## config.mk

```make
export PLATFORM = sky130hd
export DESIGN_NAME = byterun1_rle_row_packer
export DESIGN_NICKNAME = d
export VERILOG_FILES = /design/src/rtl/core/brle_pkg.sv /design/src/rtl/core/brle_ram.sv /design/src/rtl/core/brle_front.sv /design/src/rtl/core/brle_cmdq.sv /design/src/rtl/core/brle_back.sv /design/src/rtl/core/byterun1_rle_row_packer.sv
export SDC_FILE = /design/constraint.sdc
export NUM_CORES = 2
export LEC_CHECK = 0
export BUFFER_PORTS_ARGS = -buffer_cell sky130_fd_sc_hd__clkbuf_2
export CAP_MARGIN = 20
export CORE_MARGIN = 2
export CORE_UTILIZATION = 29
export DETAILED_ROUTE_END_ITERATION = 10
export PLACE_DENSITY = 0.48
export SETUP_SLACK_MARGIN = 0.02
export SLEW_MARGIN = 40
export SYNTH_ARGS = -nofsm -noshare
export SYNTH_HDL_FRONTEND = slang
export SYNTH_SLANG_ARGS = --single-unit
```

## constraint.sdc

```tcl
create_clock -name clock -period 21.1 [get_ports clock]
set_input_delay 3.165 -clock clock [delete_from_list [all_inputs] [get_ports clock]]
set_output_delay 3.165 -clock clock [all_outputs]
set_load 0.02 [all_outputs]
```

## src/rtl/core/brle_pkg.sv

```systemverilog
// ----------------------------------------------------------------------------
// brle_pkg: shared types and constants of the byte-run RLE row packer
// Command format between the front and back ends, default packet limits and
// the field widths of the stream ports.
// ----------------------------------------------------------------------------
package brle_pkg;

   localparam int MAX_LITERAL_DEF = 128;
   localparam int MAX_REPEAT_DEF  = 128;
   localparam int MIN_REPEAT_DEF  = 3;

   localparam int BYTE_W      = 8;
   localparam int CNT_W       = 8;
   localparam int LANES       = 8;
   localparam int LANE_W      = 3;
   localparam int BCOUNT_W    = 4;
   localparam int OUT_W       = LANES * BYTE_W;
   localparam int RSP_TDATA_W = 72;

   localparam int QDEPTH = 4;
   localparam int QPTR_W = 2;
   localparam int QCNT_W = 3;

   // Command kinds
   localparam logic CMD_PAIR = 1'b0;
   localparam logic CMD_LIT  = 1'b1;

   // PAIR sends imm0 then imm1. LIT sends imm0 (the count byte n-1) and then
   // n bytes of the literal buffer bank given by bank.
   typedef struct packed {
      logic              kind;
      logic              bank;
      logic [BYTE_W-1:0] imm0;
      logic [BYTE_W-1:0] imm1;
      logic              last;
      logic              row;
   } cmd_type;

   typedef struct packed {
      logic    a_valid;
      cmd_type a;
      logic    b_valid;
      cmd_type b;
   } push_type;

   typedef struct packed {
      logic valid;
      logic bank;
   } rel_type;

endpackage

```

## src/rtl/core/brle_ram.sv

```systemverilog
// ----------------------------------------------------------------------------
// brle_ram: generic simple dual-port RAM
// One write port and one read port, read data registered and held while the
// read enable is low.
// ----------------------------------------------------------------------------
module brle_ram #(
   parameter int WIDTH = 8,
   parameter int DEPTH = 256
) (
   input  logic                     clock,
   input  logic                     wr_en,
   input  logic [$clog2(DEPTH)-1:0] wr_addr,
   input  logic [WIDTH-1:0]         wr_data,
   input  logic                     rd_en,
   input  logic [$clog2(DEPTH)-1:0] rd_addr,
   output logic [WIDTH-1:0]         rd_data
);

   logic [WIDTH-1:0] mem_ff [DEPTH];
   logic [WIDTH-1:0] rd_data_ff;

   always_ff @(posedge clock) begin
      if (wr_en) begin
         mem_ff[wr_addr] <= wr_data;
      end
      if (rd_en) begin
         rd_data_ff <= mem_ff[rd_addr];
      end
   end

   assign rd_data = rd_data_ff;

endmodule

```

## src/rtl/core/brle_front.sv

```systemverilog
// ----------------------------------------------------------------------------
// brle_front: row byte classifier
// Tracks literal and run state per row, writes literal bytes into one of two
// buffer banks and issues packet commands to the command queue.
// ----------------------------------------------------------------------------
module brle_front #(
   parameter int MAX_LITERAL = brle_pkg::MAX_LITERAL_DEF,
   parameter int MAX_REPEAT  = brle_pkg::MAX_REPEAT_DEF,
   parameter int MIN_REPEAT  = brle_pkg::MIN_REPEAT_DEF
) (
   input  logic                                clock,
   input  logic                                reset,
   input  logic                                in_valid,
   output logic                                in_ready,
   input  logic [brle_pkg::BYTE_W-1:0]         in_byte,
   input  logic                                in_end,
   input  logic                                q_room,
   input  brle_pkg::rel_type                   rel,
   output brle_pkg::push_type                  push,
   output logic                                wr_en,
   output logic [$clog2(MAX_LITERAL):0]        wr_addr,
   output logic [brle_pkg::BYTE_W-1:0]         wr_data
);

   localparam int LIT_AW = $clog2(MAX_LITERAL);
   localparam int CW     = brle_pkg::CNT_W;

   logic          open_ff, open_in;
   logic          run_ff, run_in;
   logic [CW-1:0] fill_ff, fill_in;
   logic [CW-1:0] rs_ff, rs_in;
   logic [brle_pkg::BYTE_W-1:0] prev_ff, prev_in;
   logic          bank_ff, bank_in;
   logic [1:0]    busy_ff, busy_in;

   logic              accept;
   logic              has_lit;
   logic              wr_req;
   logic [LIT_AW:0]   wr_addr_c;
   logic [CW-1:0]     f1;
   brle_pkg::cmd_type cmd_a, cmd_b;
   logic              a_v, b_v;

   always_comb begin
      open_in   = open_ff;
      run_in    = run_ff;
      fill_in   = fill_ff;
      rs_in     = rs_ff;
      prev_in   = in_byte;
      bank_in   = bank_ff;
      f1        = fill_ff + CW'(1);
      cmd_a     = '0;
      cmd_b     = '0;
      a_v       = 1'b0;
      b_v       = 1'b0;
      has_lit   = 1'b0;
      wr_req    = 1'b0;
      wr_addr_c = {bank_ff, {LIT_AW{1'b0}}};

      if (!open_ff) begin
         wr_req  = 1'b1;
         fill_in = CW'(1);
         rs_in   = '0;
         run_in  = 1'b0;
         open_in = 1'b1;
      end else if (!run_ff) begin
         if (fill_ff >= CW'(MAX_LITERAL)) begin
            // Full buffer: flush it and open the other bank with this byte.
            a_v        = 1'b1;
            cmd_a.kind = brle_pkg::CMD_LIT;
            cmd_a.bank = bank_ff;
            cmd_a.imm0 = fill_ff - CW'(1);
            has_lit    = 1'b1;
            bank_in    = ~bank_ff;
            wr_req     = 1'b1;
            wr_addr_c  = {~bank_ff, {LIT_AW{1'b0}}};
            fill_in    = CW'(1);
            rs_in      = '0;
         end else begin
            wr_req    = 1'b1;
            wr_addr_c = {bank_ff, fill_ff[LIT_AW-1:0]};
            fill_in   = f1;
            if (in_byte == prev_ff) begin
               if (f1 - rs_ff >= CW'(MIN_REPEAT)) begin
                  if (rs_ff != '0) begin
                     a_v        = 1'b1;
                     cmd_a.kind = brle_pkg::CMD_LIT;
                     cmd_a.bank = bank_ff;
                     cmd_a.imm0 = rs_ff - CW'(1);
                     has_lit    = 1'b1;
                     bank_in    = ~bank_ff;
                  end
                  run_in  = 1'b1;
                  fill_in = f1 - rs_ff;
               end else if (rs_ff == '0) begin
                  run_in = 1'b1;
               end
            end else begin
               rs_in = fill_ff;
            end
         end
      end else begin
         // In run mode fill_ff holds the run length so far.
         if (in_byte != prev_ff || f1 > CW'(MAX_REPEAT)) begin
            a_v        = 1'b1;
            cmd_a.kind = brle_pkg::CMD_PAIR;
            cmd_a.imm0 = CW'(0) - (f1 - CW'(2));
            cmd_a.imm1 = prev_ff;
            wr_req     = 1'b1;
            fill_in    = CW'(1);
            rs_in      = '0;
            run_in     = 1'b0;
         end else begin
            fill_in = f1;
         end
      end

      if (in_end) begin
         b_v = 1'b1;
         if (!run_in) begin
            if (fill_in == CW'(1)) begin
               // A single pending byte is always the byte just taken.
               cmd_b.kind = brle_pkg::CMD_PAIR;
               cmd_b.imm0 = '0;
               cmd_b.imm1 = in_byte;
            end else begin
               cmd_b.kind = brle_pkg::CMD_LIT;
               cmd_b.bank = bank_in;
               cmd_b.imm0 = fill_in - CW'(1);
               has_lit    = 1'b1;
               bank_in    = ~bank_in;
            end
         end else begin
            cmd_b.kind = brle_pkg::CMD_PAIR;
            cmd_b.imm0 = CW'(0) - (fill_in - CW'(1));
            cmd_b.imm1 = in_byte;
         end
         cmd_b.last = 1'b1;
         cmd_b.row  = 1'b1;
         open_in    = 1'b0;
         run_in     = 1'b0;
         fill_in    = '0;
         rs_in      = '0;
      end
      cmd_a.last = ~b_v;
   end

   // A literal flush hands the current bank to the back end, so the other
   // bank must be free before the beat can be taken.
   assign in_ready = q_room && !(has_lit && busy_ff[~bank_ff]);
   assign accept   = in_valid && in_ready;

   always_comb begin
      busy_in = busy_ff;
      if (rel.valid) begin
         busy_in[rel.bank] = 1'b0;
      end
      if (accept && has_lit) begin
         busy_in[bank_ff] = 1'b1;
      end
   end

   assign push.a_valid = accept && a_v;
   assign push.a       = cmd_a;
   assign push.b_valid = accept && b_v;
   assign push.b       = cmd_b;
   assign wr_en        = accept && wr_req;
   assign wr_addr      = wr_addr_c;
   assign wr_data      = in_byte;

   always_ff @(posedge clock) begin
      if (reset) begin
         open_ff <= 1'b0;
         run_ff  <= 1'b0;
         fill_ff <= '0;
         rs_ff   <= '0;
         prev_ff <= '0;
         bank_ff <= 1'b0;
         busy_ff <= '0;
      end else begin
         busy_ff <= busy_in;
         if (accept) begin
            open_ff <= open_in;
            run_ff  <= run_in;
            fill_ff <= fill_in;
            rs_ff   <= rs_in;
            prev_ff <= prev_in;
            bank_ff <= bank_in;
         end
      end
   end

endmodule

```

## src/rtl/core/brle_cmdq.sv

```systemverilog
// ----------------------------------------------------------------------------
// brle_cmdq: packet command queue
// Small register FIFO that takes up to two commands per cycle from the front
// end and hands one at a time to the back end.
// ----------------------------------------------------------------------------
module brle_cmdq (
   input  logic               clock,
   input  logic               reset,
   input  brle_pkg::push_type push,
   output logic               room,
   input  logic               pop,
   output logic               not_empty,
   output brle_pkg::cmd_type  head
);

   localparam int PW = brle_pkg::QPTR_W;
   localparam int CW = brle_pkg::QCNT_W;

   brle_pkg::cmd_type entry_ff [brle_pkg::QDEPTH];
   logic [PW-1:0]     wp_ff, rp_ff;
   logic [CW-1:0]     count_ff;
   logic [CW-1:0]     n_push;
   logic [PW-1:0]     wp1;
   brle_pkg::cmd_type e0;

   assign e0     = push.a_valid ? push.a : push.b;
   assign n_push = CW'(push.a_valid) + CW'(push.b_valid);
   assign wp1    = wp_ff + PW'(1);

   always_ff @(posedge clock) begin
      if (n_push != '0) begin
         entry_ff[wp_ff] <= e0;
      end
      if (n_push == CW'(2)) begin
         entry_ff[wp1] <= push.b;
      end
   end

   always_ff @(posedge clock) begin
      if (reset) begin
         wp_ff    <= '0;
         rp_ff    <= '0;
         count_ff <= '0;
      end else begin
         wp_ff    <= wp_ff + n_push[PW-1:0];
         rp_ff    <= rp_ff + PW'(pop);
         count_ff <= count_ff + n_push - CW'(pop);
      end
   end

   assign room      = count_ff <= CW'(brle_pkg::QDEPTH - 2);
   assign not_empty = count_ff != '0;
   assign head      = entry_ff[rp_ff];

endmodule

```

## src/rtl/core/brle_back.sv

```systemverilog
// ----------------------------------------------------------------------------
// brle_back: packet writer and beat packer
// Walks each command one encoded byte per cycle unless stalled, fetching
// literal bytes from the buffer, and packs bytes into beats of up to eight.
// ----------------------------------------------------------------------------
module brle_back #(
   parameter int MAX_LITERAL = brle_pkg::MAX_LITERAL_DEF
) (
   input  logic                                 clock,
   input  logic                                 reset,
   input  logic                                 q_not_empty,
   input  brle_pkg::cmd_type                    q_head,
   output logic                                 q_pop,
   output logic                                 rd_en,
   output logic [$clog2(MAX_LITERAL):0]         rd_addr,
   input  logic [brle_pkg::BYTE_W-1:0]          rd_data,
   output brle_pkg::rel_type                    rel,
   output logic                                 out_valid,
   input  logic                                 out_ready,
   output logic [brle_pkg::OUT_W-1:0]           out_bytes,
   output logic [brle_pkg::BCOUNT_W-1:0]        out_count,
   output logic                                 out_row_done,
   output logic                                 out_item_last
);

   localparam int LIT_AW = $clog2(MAX_LITERAL);
   localparam int CW     = brle_pkg::CNT_W;
   localparam int BW     = brle_pkg::BYTE_W;
   localparam int LW     = brle_pkg::LANE_W;

   logic              cmd_v_ff;
   brle_pkg::cmd_type cmd_ff;
   logic [CW-1:0]     idx_ff;

   logic          s1_v_ff, s1_ram_ff, s1_last_ff, s1_row_ff;
   logic [BW-1:0] s1_imm_ff;

   logic [brle_pkg::OUT_W-1:0]    acc_ff, acc_in;
   logic [LW-1:0]                 acnt_ff;
   logic                          out_v_ff;
   logic [brle_pkg::OUT_W-1:0]    out_data_ff;
   logic [brle_pkg::BCOUNT_W-1:0] out_cnt_ff;
   logic                          out_row_ff, out_ilast_ff;

   logic          is_lit, slot_final, slot_ram;
   logic [BW-1:0] slot_imm, cur_byte;
   logic [CW-1:0] idx_m1;
   logic          pk_take, s1_go, emit;

   assign is_lit     = cmd_ff.kind == brle_pkg::CMD_LIT;
   assign slot_final = is_lit ? (idx_ff == cmd_ff.imm0 + CW'(1)) : (idx_ff == CW'(1));
   assign slot_ram   = is_lit && (idx_ff != '0);
   assign slot_imm   = (idx_ff == '0) ? cmd_ff.imm0 : cmd_ff.imm1;
   assign idx_m1     = idx_ff - CW'(1);

   assign pk_take = s1_v_ff && (!out_v_ff || out_ready);
   assign s1_go   = cmd_v_ff && (!s1_v_ff || pk_take);
   assign q_pop   = !cmd_v_ff && q_not_empty;

   // The read is only issued when the slot stage loads, so the RAM output
   // register holds the byte for as long as the slot stage stalls.
   assign rd_en     = s1_go && slot_ram;
   assign rd_addr   = {cmd_ff.bank, idx_m1[LIT_AW-1:0]};
   assign rel.valid = s1_go && slot_final && is_lit;
   assign rel.bank  = cmd_ff.bank;

   assign cur_byte = s1_ram_ff ? rd_data : s1_imm_ff;
   assign emit     = pk_take && (acnt_ff == LW'(brle_pkg::LANES - 1) || s1_last_ff);

   always_comb begin
      acc_in = acc_ff;
      for (int l = 0; l < brle_pkg::LANES; l++) begin
         if (acnt_ff == LW'(l)) begin
            acc_in[l*BW +: BW] = cur_byte;
         end
      end
   end

   always_ff @(posedge clock) begin
      if (q_pop) begin
         cmd_ff <= q_head;
         idx_ff <= '0;
      end else if (s1_go) begin
         idx_ff <= idx_ff + CW'(1);
      end
      if (s1_go) begin
         s1_ram_ff  <= slot_ram;
         s1_imm_ff  <= slot_imm;
         s1_last_ff <= slot_final && cmd_ff.last;
         s1_row_ff  <= slot_final && cmd_ff.last && cmd_ff.row;
      end
      if (emit) begin
         out_data_ff  <= acc_in;
         out_cnt_ff   <= {1'b0, acnt_ff} + brle_pkg::BCOUNT_W'(1);
         out_row_ff   <= s1_row_ff;
         out_ilast_ff <= s1_last_ff;
      end
   end

   always_ff @(posedge clock) begin
      if (reset) begin
         cmd_v_ff <= 1'b0;
         s1_v_ff  <= 1'b0;
         out_v_ff <= 1'b0;
         acc_ff   <= '0;
         acnt_ff  <= '0;
      end else begin
         if (q_pop) begin
            cmd_v_ff <= 1'b1;
         end else if (s1_go && slot_final) begin
            cmd_v_ff <= 1'b0;
         end
         if (s1_go) begin
            s1_v_ff <= 1'b1;
         end else if (pk_take) begin
            s1_v_ff <= 1'b0;
         end
         if (emit) begin
            acc_ff  <= '0;
            acnt_ff <= '0;
         end else if (pk_take) begin
            acc_ff  <= acc_in;
            acnt_ff <= acnt_ff + LW'(1);
         end
         if (emit) begin
            out_v_ff <= 1'b1;
         end else if (out_ready) begin
            out_v_ff <= 1'b0;
         end
      end
   end

   assign out_valid     = out_v_ff;
   assign out_bytes     = out_data_ff;
   assign out_count     = out_cnt_ff;
   assign out_row_done  = out_row_ff;
   assign out_item_last = out_ilast_ff;

endmodule

```

## src/rtl/core/byterun1_rle_row_packer.sv

```systemverilog
// ----------------------------------------------------------------------------
// byterun1_rle_row_packer: byte-run RLE row packer
// Packs each row of bytes on its own into literal and run packets and
// delivers the encoded stream in beats of up to eight bytes.
// ----------------------------------------------------------------------------
// Usage
// The req channel takes one raw row byte per beat, with req_tlast on the last
// byte of a row. The rsp channel returns the encoded bytes, first byte in the
// lowest lane, with the valid byte count beside them; rsp_tuser marks the last
// beat caused by an input beat and rsp_tlast the last beat of a row.
// An input beat is taken every cycle while the command queue has room. The
// back end writes one encoded byte per cycle while not stalled, after loading
// each packet's command; the queue absorbs the difference until it fills.
// A literal flush needs the other buffer bank free, so a second flush
// stalls the input until the previous literal has been read out.
// A result beat passes the command queue, the command register, the slot
// stage and the output register; work still queued ahead delays it further.
// Reset clears all control state; the literal buffer needs no clearing. A
// stalled receiver holds the result beat and back-pressures through the
// queue to req_tready.
// ----------------------------------------------------------------------------
module byterun1_rle_row_packer #(
   parameter int MAX_LITERAL = brle_pkg::MAX_LITERAL_DEF,
   parameter int MAX_REPEAT  = brle_pkg::MAX_REPEAT_DEF,
   parameter int MIN_REPEAT  = brle_pkg::MIN_REPEAT_DEF
) (
   input  logic                                  clock,
   input  logic                                  reset,
   input  logic                                  req_tvalid,
   output logic                                  req_tready,
   input  logic [brle_pkg::BYTE_W-1:0]           req_tdata,  // [7:0] byte_in
   input  logic                                  req_tlast,  // row_end
   output logic                                  rsp_tvalid,
   input  logic                                  rsp_tready,
   // [63:0] out_bytes, [67:64] byte_count, [71:68] zero
   output logic [brle_pkg::RSP_TDATA_W-1:0]      rsp_tdata,
   output logic                                  rsp_tlast,  // row_done
   output logic                                  rsp_tuser   // item_last
);

   localparam int LIT_AW    = $clog2(MAX_LITERAL);
   localparam int RAM_DEPTH = 2 * (1 << LIT_AW);

   brle_pkg::push_type push;
   brle_pkg::rel_type  rel;
   brle_pkg::cmd_type  q_head;
   logic               q_room, q_pop, q_not_empty;

   logic                          wr_en, rd_en;
   logic [LIT_AW:0]               wr_addr, rd_addr;
   logic [brle_pkg::BYTE_W-1:0]   wr_data, rd_data;

   logic [brle_pkg::OUT_W-1:0]    out_bytes;
   logic [brle_pkg::BCOUNT_W-1:0] out_count;

   brle_front #(
      .MAX_LITERAL (MAX_LITERAL),
      .MAX_REPEAT  (MAX_REPEAT),
      .MIN_REPEAT  (MIN_REPEAT)
   ) u_front (
      .clock    (clock),
      .reset    (reset),
      .in_valid (req_tvalid),
      .in_ready (req_tready),
      .in_byte  (req_tdata),
      .in_end   (req_tlast),
      .q_room   (q_room),
      .rel      (rel),
      .push     (push),
      .wr_en    (wr_en),
      .wr_addr  (wr_addr),
      .wr_data  (wr_data)
   );

   brle_ram #(
      .WIDTH (brle_pkg::BYTE_W),
      .DEPTH (RAM_DEPTH)
   ) u_lit_ram (
      .clock   (clock),
      .wr_en   (wr_en),
      .wr_addr (wr_addr),
      .wr_data (wr_data),
      .rd_en   (rd_en),
      .rd_addr (rd_addr),
      .rd_data (rd_data)
   );

   brle_cmdq u_cmdq (
      .clock     (clock),
      .reset     (reset),
      .push      (push),
      .room      (q_room),
      .pop       (q_pop),
      .not_empty (q_not_empty),
      .head      (q_head)
   );

   brle_back #(
      .MAX_LITERAL (MAX_LITERAL)
   ) u_back (
      .clock         (clock),
      .reset         (reset),
      .q_not_empty   (q_not_empty),
      .q_head        (q_head),
      .q_pop         (q_pop),
      .rd_en         (rd_en),
      .rd_addr       (rd_addr),
      .rd_data       (rd_data),
      .rel           (rel),
      .out_valid     (rsp_tvalid),
      .out_ready     (rsp_tready),
      .out_bytes     (out_bytes),
      .out_count     (out_count),
      .out_row_done  (rsp_tlast),
      .out_item_last (rsp_tuser)
   );

   assign rsp_tdata = {{(brle_pkg::RSP_TDATA_W - brle_pkg::OUT_W - brle_pkg::BCOUNT_W){1'b0}},
                       out_count, out_bytes};

`ifndef SYNTHESIS
   // The end of a row always closes the beats of the byte that ended it.
   a_row_done_is_item_last: assert property (@(posedge clock) disable iff (reset)
      rsp_tvalid && rsp_tlast |-> rsp_tuser)
      else $error("row_done without item_last");

   // Only the closing beat of an input beat may be partly filled.
   a_inner_beat_full: assert property (@(posedge clock) disable iff (reset)
      rsp_tvalid && !rsp_tuser |-> out_count == brle_pkg::BCOUNT_W'(brle_pkg::LANES))
      else $error("partial beat before the last beat of an item");

   // Unused lanes must be cleared; the check covers the top lane.
   a_top_lane_clear: assert property (@(posedge clock) disable iff (reset)
      rsp_tvalid && out_count != brle_pkg::BCOUNT_W'(brle_pkg::LANES)
      |-> out_bytes[brle_pkg::OUT_W-1 -: brle_pkg::BYTE_W] == '0)
      else $error("lane beyond byte_count not zero");

   // A command is never pushed into a full queue.
   a_queue_safe: assert property (@(posedge clock) disable iff (reset)
      (push.a_valid || push.b_valid) |-> q_room)
      else $error("command pushed without room");
`endif

endmodule

```

==> metrics.md <==
| Metric | Value |
|---|---|
| Outcome | `complete, no violations` |
| Synthesized-area fraction occupied by adder cells | `0.577%` |
| Most common cell after layout, fill and taps aside | `edfxtp_1` |
| Share of cells above drive strength 1 | `29.1%` |
| Synth Area in Compound Gates | `2.13%` |
| FF+latch count, synth | `2351` |
| Leakage Power | `32.5 nW` |
| Worst path arrival time | `7.33 ns` |
| Synthesized area | `93700 sq um` |
| Post-CTS setup buffers | `0` |
| Hold Crit Depth | `0` |
| Measured slew at the worst slew-check pin | `0.876 ns` |
| FFs w/ async S/R, synth | `0%` |
| Beginning of the worst register-to-register path | `u_front.fill_ff[2]` |
| Simple-Gate Fraction of Synth Area | `3.87%` |
| H-tree depth | `4` |
| Period minus WS final | `10.50 ns` |
| Worst slew margin | `41.4%` |
| IO Pins | `89` |
| CP Class | `in -> out` |
| Worst Setup Start Kind | `primary input` |
| Max_cap viols | `0` |
| Synth Flop Type | `edfxtp_1` |
| Post-route DRC violation count | `0` |
| HPWL Detailed | `148 mm` |
| Via Count | `45800` |
| Wire per inst | `26.4 microns` |
| Worst reg2reg path depth | `22` |
| Hold Buf Count CTS | `0` |
| Clock sinks | `2351` |
| Skew-Pair Late Insertion Delay | `0.91 ns` |
| Worst EP required | `17.94 ns` |
| Final hold viol count | `0` |
| Final period utilization | `49.7%` |
| Hold path start | `u_back.s1_row_ff` |
| Input/output buffers | `84` |
| Worst Hold Class | `reg -> reg` |
| Clock root buffer | `clkbuf_16` |
| Die Wd | `573 microns` |
| Synth Area in XOR/XNOR | `0.741%` |
| Slew Limit Fails | `0` |
| Placed Instance Area | `99800 sq um` |
| Core Area | `321000 sq um` |
| Clock transition at the registers of the reported paths | `0.06 ns` |
| Final global-route overflow total | `0` |
| Clock Path Buffers | `4` |
| Drt pass-1 iters | `5` |
| Synthesis-to-layout area growth | `15.5%` |
| Crit Reg-Reg Endpoint | `u_lit_ram.mem_ff[222][3]` |
| Post_cts resized | `0` |
| Reg2reg setup slack | `12.60 ns` |
| EDFF count, synth | `2237` |
| YS warnings | `0` |
| Tot Pwr | `13.4 mW` |
| Library cells used by synthesis | `77` |
| Effective utilization at floorplan | `29.2%` |
| Core Util, Final | `33.7%` |
| Skew final | `0.0846 ns` |
| First-pass GRT wire length | `354 mm` |
| Critical Path, Cell by Cell | `buf_8 > xor2_1 > nor4_1 > and4_1 > nor3_1 > o21ai_1 > o32a_1 > nand2_1 > inv_1 > ha_1 > and2_1 > a32oi_1 > o2111ai_4 > a21oi_2 > nor2b_1 > clkbuf_2` |
| Setup TNS | `0 ns` |
| Setup violators final | `0` |
| Synth Instances | `4709` |
| Routed Antenna Nets | `0` |
| Global-route usage over all layers | `14.9%` |
| Die height | `573 microns` |
| Initial antenna violation count | `7` |
| Worst vdd rail ir drop | `0.102 mV` |
| Avg Inst Size Synth | `19.9 sq um` |
| Worst-path fanout max | `75` |
| RD Place Congestion | `0.791` |
| Most frequent cells in the layout | `edfxtp_1 (2237), mux4_2 (700), nand2_1 (255)` |
| Vias in the first global route | `47000` |
| Unrepaired setup endpoints after global routing | `no` |
| Drt via density | `4.88` |
| Hold EP | `u_back.out_row_done` |
| Mux cell area share after synthesis | `17.2%` |
| Area of the die | `328000 sq um` |
| CP max stage delay | `0.45 ns` |
| Main combinational cell family by area after synthesis | `multiplexers` |
| Drt total wl | `247 mm` |
| Iter 0 DRT Violations | `3998` |
| Largest net degree at the start of global routing | `171` |
| Rows | `208` |
| TritonCTS clock tree | `built` |
| Final #Nets | `4928` |
| Power density cells | `124 nW/um^2` |
| Crit path max-delay cell type | `and4_1` |
| Crit end category | `output port` |
| Register area share after synthesis | `74.1%` |
| Total CTS buffers | `247` |
| FMAX | `0.0953 GHz` |
| Design area | `108000 sq um` |
## critical path, delay by kind of cell
| family | cells | cell delay [ns] |
|---|---|---|
| adders and majority gates | 1 | 0.18 |
| buffers and inverters | 3 | 0.73 |
| AOI/OAI and AO/OA | 5 | 1.32 |
| xor gates and xnor gates | 1 | 0.13 |
| and+or+nand+nor | 6 | 1.63 |
## power breakdown
part | internal [mW] | switching, mW | total [mW]
Clock | 2.52 | 1.82 | 4.34
Sequential | 5.22 | 0.0674 | 5.28
Combinational | 1.66 | 2.15 | 3.81
Total | 9.40 | 4.03 | 13.4
## worst max path at each step
stage / end / cells after the start / startpoint / slack [ns]
finish: req_tready / 16 / req_tdata[5] / 10.60
global route: req_tready / 16 / req_tdata[5] / 10.21
CTS: req_tready / 16 / req_tdata[5] / 10.52
detailed placement: req_tready / 16 / req_tdata[5] / 10.54
global placement: req_tready / 16 / req_tdata[5] / 10.36
floorplan: req_tready / 15 / req_tdata[1] / 12.02
## final cells by class
type / instances / area [sq um]
Tap cell: 4305 / 5390
Timing Repair Buffer: 188 / 1550
Sequential cell: 2351 / 69500
Inverter: 47 / 176
Clock buffer: 302 / 6530
Antenna cell: 4 / 10.0
Fill cell: 30100 / 213000
Multi-Input combinational cell: 2038 / 23600
Clock inverter: 146 / 1490
## layer usage
metal  part of all wire, %  GRT usage [%]  routed length (microns)  vias to the layer above
li1                      -              -                        -                    19500
met1                    44           20.8                   108000                    24800
met2                    49           24.8                   122000                     1102
met3                   4.5           1.98                    11200                      326
met4                   2.2           3.47                     5400                        0
met5                     0              0                        0                        -
## synth_stat cells (all sizes together), types with 4 or more instances
cell type / count / area [sq um]
and3: 7 / 43.8
mux2: 10 / 113
nand4: 17 / 106
a22o: 4 / 35.0
edfxtp: 2237 / 67200
a211oi: 8 / 65.1
nand2b: 9 / 56.3
buf: 93 / 407
nand3: 83 / 470
nor4: 4 / 31.3
nand2: 262 / 983
o2111ai: 5 / 67.6
a21oi: 158 / 798
a21boi: 5 / 37.5
xor2: 32 / 280
mux4: 700 / 15800
dfxtp: 114 / 2280
clkbuf: 183 / 687
mux2i: 27 / 270
a21o: 4 / 30.0
or3: 5 / 31.3
ha: 40 / 500
nand3b: 4 / 30.0
a22oi: 9 / 67.6
o31ai: 9 / 72.6
nor3: 29 / 170
xnor2: 43 / 414
nor2: 382 / 1440
o211ai: 6 / 45.0
inv: 47 / 176
a31oi: 8 / 50.1
o21ai: 98 / 490
and2: 14 / 87.6
nor2b: 16 / 100
## cells by family (layout without fill, tap and decap cells)
kind of cell,after synthesis,in the layout
xor gates and xnor gates,75,75
and+or+nand+nor,841,841
AOI/OAI and AO/OA,339,339
buffers and inverters,323,683
adders and majority gates,42,42
other,1,8
muxes,737,737
DFF,2351,2351
## flip-flops by register name, indices dropped and copies added, names as in the netlist, 2 cells and up
register and flops:
u_back.idx_ff 8, u_front.prev_ff 8, u_front.fill_ff 8, u_cmdq.count_ff 3
u_cmdq.entry_ff 80, u_front.busy_ff 2, u_front.rs_ff 8, u_back.cmd_ff 18
u_lit_ram.mem_ff 2048, u_cmdq.rp_ff 2, u_back.out_bytes 64, u_lit_ram.rd_data 8
u_cmdq.wp_ff 2, u_back.acnt_ff 3, u_back.out_count 4, u_back.acc_ff 64
u_back.s1_imm_ff 8
## through the flow
stage	hold WS, ns	worst slack, ns	std cells
final	0.451	10.60	9381
after global routing	0.472	10.21	9379
after CTS	0.452	10.52	9373
after detailed placement	0.434	10.54	8925
after global placement	0.425	10.36	8922
after floorplan	0.400	12.02	4712
Power figures use the tool's default switching activity.
